<file path="config.mk">
export PLATFORM = sky130hd
export DESIGN_NAME = i4aw_sqrt_pipe
export DESIGN_NICKNAME = d
export VERILOG_FILES = /design/src/i4aw_sqrt_pipe.sv
export SDC_FILE = /design/constraint.sdc
export NUM_CORES = 2
export LEC_CHECK = 0
export BUFFER_PORTS_ARGS = -buffer_cell sky130_fd_sc_hd__buf_2
export CAP_MARGIN = 20
export CORE_MARGIN = 4
export CORE_UTILIZATION = 35
export CTS_BUF_LIST = sky130_fd_sc_hd__clkbuf_2
export DETAILED_ROUTE_END_ITERATION = 12
export MAX_ROUTING_LAYER = met4
export PLACE_DENSITY = 0.47
export REMOVE_ABC_BUFFERS = 1
export SKIP_CTS_REPAIR_TIMING = 1
export SLEW_MARGIN = 20
export SYNTH_ARGS = -nofsm -noshare
export SYNTH_HDL_FRONTEND = slang
export SYNTH_SLANG_ARGS = --single-unit
export TNS_END_PERCENT = 5
</file>
<file path="constraint.sdc">
create_clock -name clk_i -period 6.75 [get_ports clk_i]
set_input_delay 0.3375 -clock clk_i [delete_from_list [all_inputs] [get_ports clk_i]]
set_output_delay 0.3375 -clock clk_i [all_outputs]
set_load 0.01 [all_outputs]
</file>
<file path="src/i4aw_sqrt_pipe.sv">
// ----------------------------------------------------------------------------
// i4aw_sqrt_pipe
// Pipelined integer square root, one root bit per stage, giving the floor of
// the root, with a side word carried alongside.
// ----------------------------------------------------------------------------
module i4aw_sqrt_pipe #(
  parameter int X_W    = 63,
  parameter int ROOT_W = 32,
  parameter int SIDE_W = 1
) (
  input  logic              clk_i,
  input  logic              rst_ni,
  input  logic              en_i,
  input  logic              valid_i,
  input  logic [X_W-1:0]    x_i,
  input  logic [SIDE_W-1:0] side_i,
  output logic              valid_o,
  output logic [ROOT_W-1:0] root_o,
  output logic [SIDE_W-1:0] side_o
);

  localparam int CW = 2 * ROOT_W + 2;

  logic [ROOT_W-1:0] vld_q;
  logic [ROOT_W-1:0] vld_s;
  logic [ROOT_W-1:0] take;
  logic [X_W-1:0]    rem_q  [ROOT_W];
  logic [X_W-1:0]    rem_s  [ROOT_W];
  logic [X_W-1:0]    rem_d  [ROOT_W];
  logic [ROOT_W-1:0] root_q [ROOT_W];
  logic [ROOT_W-1:0] root_s [ROOT_W];
  logic [ROOT_W-1:0] root_d [ROOT_W];
  logic [SIDE_W-1:0] side_q [ROOT_W];
  logic [SIDE_W-1:0] side_s [ROOT_W];
  logic [CW-1:0]     trial  [ROOT_W];

  always_comb begin
    for (int j = 0; j < ROOT_W; j++) begin
      if (j == 0) begin
        rem_s[j]  = x_i;
        root_s[j] = '0;
        side_s[j] = side_i;
        vld_s[j]  = valid_i;
      end else begin
        rem_s[j]  = rem_q[j-1];
        root_s[j] = root_q[j-1];
        side_s[j] = side_q[j-1];
        vld_s[j]  = vld_q[j-1];
      end
      trial[j]  = (CW'(root_s[j]) << (ROOT_W - j)) + (CW'(1) << (2 * (ROOT_W - 1 - j)));
      take[j]   = CW'(rem_s[j]) >= trial[j];
      rem_d[j]  = take[j] ? X_W'(CW'(rem_s[j]) - trial[j]) : rem_s[j];
      root_d[j] = root_s[j] | (take[j] ? (ROOT_W'(1) << (ROOT_W - 1 - j)) : '0);
    end
  end

  always_ff @(posedge clk_i or negedge rst_ni) begin
    if (!rst_ni) begin
      vld_q <= '0;
    end else if (en_i) begin
      vld_q <= vld_s;
    end
  end

  always_ff @(posedge clk_i) begin
    if (en_i) begin
      for (int j = 0; j < ROOT_W; j++) begin
        rem_q[j]  <= rem_d[j];
        root_q[j] <= root_d[j];
        side_q[j] <= side_s[j];
      end
    end
  end

  assign valid_o = vld_q[ROOT_W-1];
  assign root_o  = root_q[ROOT_W-1];
  assign side_o  = side_q[ROOT_W-1];

endmodule

</file>
## Word level (Yosys, flattened, before mapping)

Memories as Yosys holds them, arrays and structs flattened.
Cells that the tools add are included.

| operators by class | value |
|---|---|
| bitwise logic cells | 31 |
| add/subtract/negate cells | 63 |
| magnitude comparators | 32 |
| multiplexer cells | 66 |

Operators by type and width:

| cell | count |
|---|---|
| 63-bit two-way mux | 32 |
| 63-bit subtractor | 2 |
| 63-bit by 61-bit adder with 64-bit output, second input constant | 1 |
| 63-bit by 64-bit greater-or-equal comparator with 1-bit output | 1 |
| 62-bit by 59-bit adder with 63-bit output, second input constant | 1 |
| 63-bit by 34-bit greater-or-equal comparator with 1-bit output | 1 |
| 63-bit by 35-bit greater-or-equal comparator with 1-bit output | 1 |
| 63-bit by 36-bit greater-or-equal comparator with 1-bit output | 1 |
| 63-bit by 37-bit greater-or-equal comparator with 1-bit output | 1 |
| 63-bit by 38-bit greater-or-equal comparator with 1-bit output | 1 |
| 63-bit by 39-bit greater-or-equal comparator with 1-bit output | 1 |
| 63-bit by 40-bit greater-or-equal comparator with 1-bit output | 1 |
| 63-bit by 41-bit greater-or-equal comparator with 1-bit output | 1 |
| 63-bit by 42-bit greater-or-equal comparator with 1-bit output | 1 |
| 63-bit by 43-bit greater-or-equal comparator with 1-bit output | 1 |
| 63-bit by 44-bit greater-or-equal comparator with 1-bit output | 1 |
| 63-bit by 45-bit greater-or-equal comparator with 1-bit output | 1 |
| 63-bit by 46-bit greater-or-equal comparator with 1-bit output | 1 |
| 63-bit by 47-bit greater-or-equal comparator with 1-bit output | 1 |
| 63-bit by 48-bit greater-or-equal comparator with 1-bit output | 1 |
| 63-bit by 49-bit greater-or-equal comparator with 1-bit output | 1 |
| 63-bit by 50-bit greater-or-equal comparator with 1-bit output | 1 |
| 63-bit by 51-bit greater-or-equal comparator with 1-bit output | 1 |
| 63-bit by 52-bit greater-or-equal comparator with 1-bit output | 1 |
| 134 further kinds | 136 |

| word-level totals | value |
|---|---|
| input port bits | 68 |
| output and inout port bits | 34 |
| RAM bits | 3072 |
| memories | 3 |
| register bits after elaboration | 32 |
| word-level logic and storage cells | 196 |

Memory list:

| name | words | width | rd ports | clocked after memory_dff | write ports | line | text |
|---|---|---|---|---|---|---|---|
| rem_q | 32 | 63 | 31 | 0 | 32 | 27 | `logic [X_W-1:0] rem_q [ROOT_W];` |
| root_q | 32 | 32 | 32 | 0 | 32 | 30 | `logic [ROOT_W-1:0] root_q [ROOT_W];` |
| side_q | 32 | 1 | 32 | 0 | 32 | 33 | `logic [SIDE_W-1:0] side_q [ROOT_W];` |

## Logic depth before layout (Yosys ltp)

An unclocked memory read counts as a cell.

| logic depth | value |
|---|---|
| depth in word-level cells | 5 |
| depth in mapped cells | 14 |
| gate-level depth less buffers | 13 |

## Worst setup path after synthesis

No wires, ideal clock.

| path | value |
|---|---|
| path kind | flip-flop to flip-flop |
| from | memory rem_q[21][50], in the netlist rem_q[1][365] |
| to | memory rem_q[22][50], in the netlist rem_q[1][428] (data pin) |
| path buffers | 0 |
| arrival time | 3334 ps |
| clock period less this slack | 3606 ps |
| cell stages (with the launch flop) | 11 |
| required time | 6479 ps |
| library setup time | 271 ps |
| setup slack | 3144 ps |
| cell sequence | edfxtp_1 or4_4 or3_1 or4b_4 or4_4 nor4_2 o311ai_1 and3b_4 o211ai_2 nor4_1 xor2_1 |

RTL lines:

| element | line |
|---|---|
| start, declared | 27 |

==> run summary <==
Maximum VDD drop: 0.0001621 V
IO Pins: 102
Critical path fanouts, max: 8
RSZ-0062 raised after global routing: false
Drt via density: 5.088
ANT nets after route: 0
Via count: 78660
GP Congestion: 0.8838
Area grow syn2layout: 12.67%
Leading post-synthesis cells by cell area: edfxtp_1 63%, ha_1 5.8%, xnor2_1 3.1%, xor2_1 3.0%, a21oi_1 2.4%
Predominant post-synthesis flop cell: edfxtp_1
WP data required: 8590 ps
Ratio of cells with drive above 1 in the final layout: 13.17%
F_max: 0.2027 GHz
Root Driver: clkbuf_2
Slew @ Worst Pin: 1111 ps
Die H: 594.9 µm
Max Cap Viol: 0
Largest area contributor in the netlist: edfxtp_1
Synthesized instance count: 9452
Pin count of the biggest net entering global routing: 205
Max-slew violation count: 0
Gr usage total: 17.91%
CTS Sinks: 2545
CTS max path bufs: 4
Core ar.: 343000 µm²
Htree depth: 6
Die ar.: 353900 µm²
Leakage power: 52.00 nW
First-pass iteration count of the detailed router: 9
Synthesized area: 120600 µm²
Netlist cell types: 90
Final Total Pwr: 0.04284 W
Final WL: 321.9 mm
Tcrit/Tclk final: 73.07%
Syn Area/Cell: 12.76 µm²
Setup crit end kind: register
PortBufs: 101
Initial antenna violation count: 25
Vias in the first global route: 78030
Layout net count: 11020
Synthesized flop and latch total: 2545
Data arrival, critical path: 6780 ps
Chip Width: 594.9 µm
DR iter-0 viols: 6025
DRC Markers: 0
TritonCTS clock tree: built
Number of synthesis warnings: 0
Initial core utilization: 35.15%
Worst-skew pair later-pin latency: 2070 ps
Startpoint Class: register
Sequential share of the synthesized area: 63.25%
Clk slew on worst S/H paths: 100 ps
Post-synth top area share: 62.59%
Setup_tns: 0 ps
Count of final hold-check violations: 0
Total power divided by cell area: 315.4 nW/µm²
Leading cell type in the layout, fill and taps excluded: edfxtp_1
WL/cell: 20.82 µm
Slew HR: 25.22%
First-pass GRT wire length: 477.1 mm
Asr flop ratio synth: 1.257%
Post-synth EDFFs: 2513
Setup-failing EPs final: 0
Outcome: finished, final reports clean
Clock Skew: 197.2 ps
Hpwl dp: 236.4 mm
Minimum clock period: 4932 ps
Crit Path Class: register to register
Leading cell types in the layout, fill and taps excluded: 2513 x edfxtp_1, 965 x clkbuf_2, 671 x inv_1
GRT overflow: 0
CTS Buf Count: 688
Hold Path Class: input pin to register
Cell Rows: 215
[where the power goes]
part,leakage (nW),internal (W),switching (W)
Combinational,22.8,0.00420,0.00593
Clock,4.59,0.00425,0.00658
Sequential,24.6,0.0201,0.00176
Total,52.0,0.0286,0.0143
[sequential cells by signal, summed over array words and instances (netlist names)]
signal	flops
side_q	32
vld_q	32
root_q	528
rem_q	1953
[metrics by stage]
stage | area, µm² | std cells | util (%) | hold slack (ps) | setup WS (ps)
after CTS | 133100 | 15180 | 38.80 | -2059 | 1969
final | 135800 | 15460 | 39.61 | 259.6 | 1818
after floorplan | 119900 | 9269 | - | 41.91 | 639.7
after detailed placement | 127000 | 14000 | 37.02 | 406.3 | 2032
after global routing | 135800 | 15460 | 39.61 | -21.35 | 1657
after global placement | 126900 | 13990 | 36.99 | 404.5 | 1967
[final timing paths]
check | end | slack (ps) | from | cells past startpoint
setup / recovery | rem_q[1][934]$_DFFE_PP_ | 1820 | rem_q[1][824]$_DFFE_PP_ | 11
hold / removal | side_q[0][0]$_DFFE_PP_ | 260 | side_i | 4
setup reg to reg | rem_q[1][934]$_DFFE_PP_ | 1820 | rem_q[1][824]$_DFFE_PP_ | 11
hold reg to reg | rem_q[1][445]$_DFFE_PP_ | 340 | rem_q[1][382]$_DFFE_PP_ | 0
max in group asynchronous | vld_q[19]$_DFFE_PN0P_ | 5930 | rst_ni | 6
min in group asynchronous | vld_q[6]$_DFFE_PN0P_ | 610 | rst_ni | 6
[per-layer routing]
| layer | wire (µm) | part of all wire (%) | vias to the layer above | global-route usage, % |
|---|---|---|---|---|
| li1 | - | - | 37730 | - |
| met1 | 141800 | 44 | 38480 | 23.06 |
| met3 | 17040 | 5.3 | 467 | 3.299 |
| met4 | 6631 | 2.1 | 0 | 4.460 |
| met5 | 0 | 0 | - | - |
| met2 | 156400 | 49 | 1983 | 29.26 |
[cells by family (layout without fill, tap and decap cells)]
logic type,after synthesis,in the layout,synth area share [%]
AO/OA/AOI/OAI,1766,1766,9.127
XOR/XNOR,849,849,6.167
adder cells (fa/ha/maj),557,557,5.786
buffers and inverters,856,2296,2.675
flip-flops,2545,2545,63.25
multiplexers,126,126,1.172
other,1,13,0.003110
AND/OR/NAND/NOR,2752,2752,11.82
[synth_stat cells (44+ instances only)]
cell      number
inv_1        671
nand2_1      579
nand4_1      139
a21o_1       259
mux2_2       121
and3_1        48
o21a_1        99
ha_1         556
nor4_1       320
or4_1         77
nand2b_1     133
nor2_1       618
or3_1        109
nor2b_1       72
o21bai_1      49
o21ai_0      417
a211oi_1      44
nor4b_1       51
a21oi_1      575
nor3_1       257
nand3_1      150
xor2_1       419
clkbuf_1     149
xnor2_1      430
edfxtp_1    2513
[final cells by class]
class	count	area, µm²
inverters	673	2526
diodes	12	30.03
multi-input cells	6051	41250
clock inverters	220	1277
clock buffers	965	4830
repair buffers	438	3966
fillers	32920	207100
well taps	4557	5702
flip-flops and latches	2545	76260
[worst max-delay path: stages (launching register included)]
cell and delay (ps):
edfxtp_1 410, ha_1 420, o211ai_1 150, a21oi_1 440, o2111ai_1 310, a311oi_1 910, o21bai_1 240, a31oi_1 560
o211ai_1 330, or3_1 540, nor4_1 290, xor2_1 100
Power figures use the tool's default switching activity.
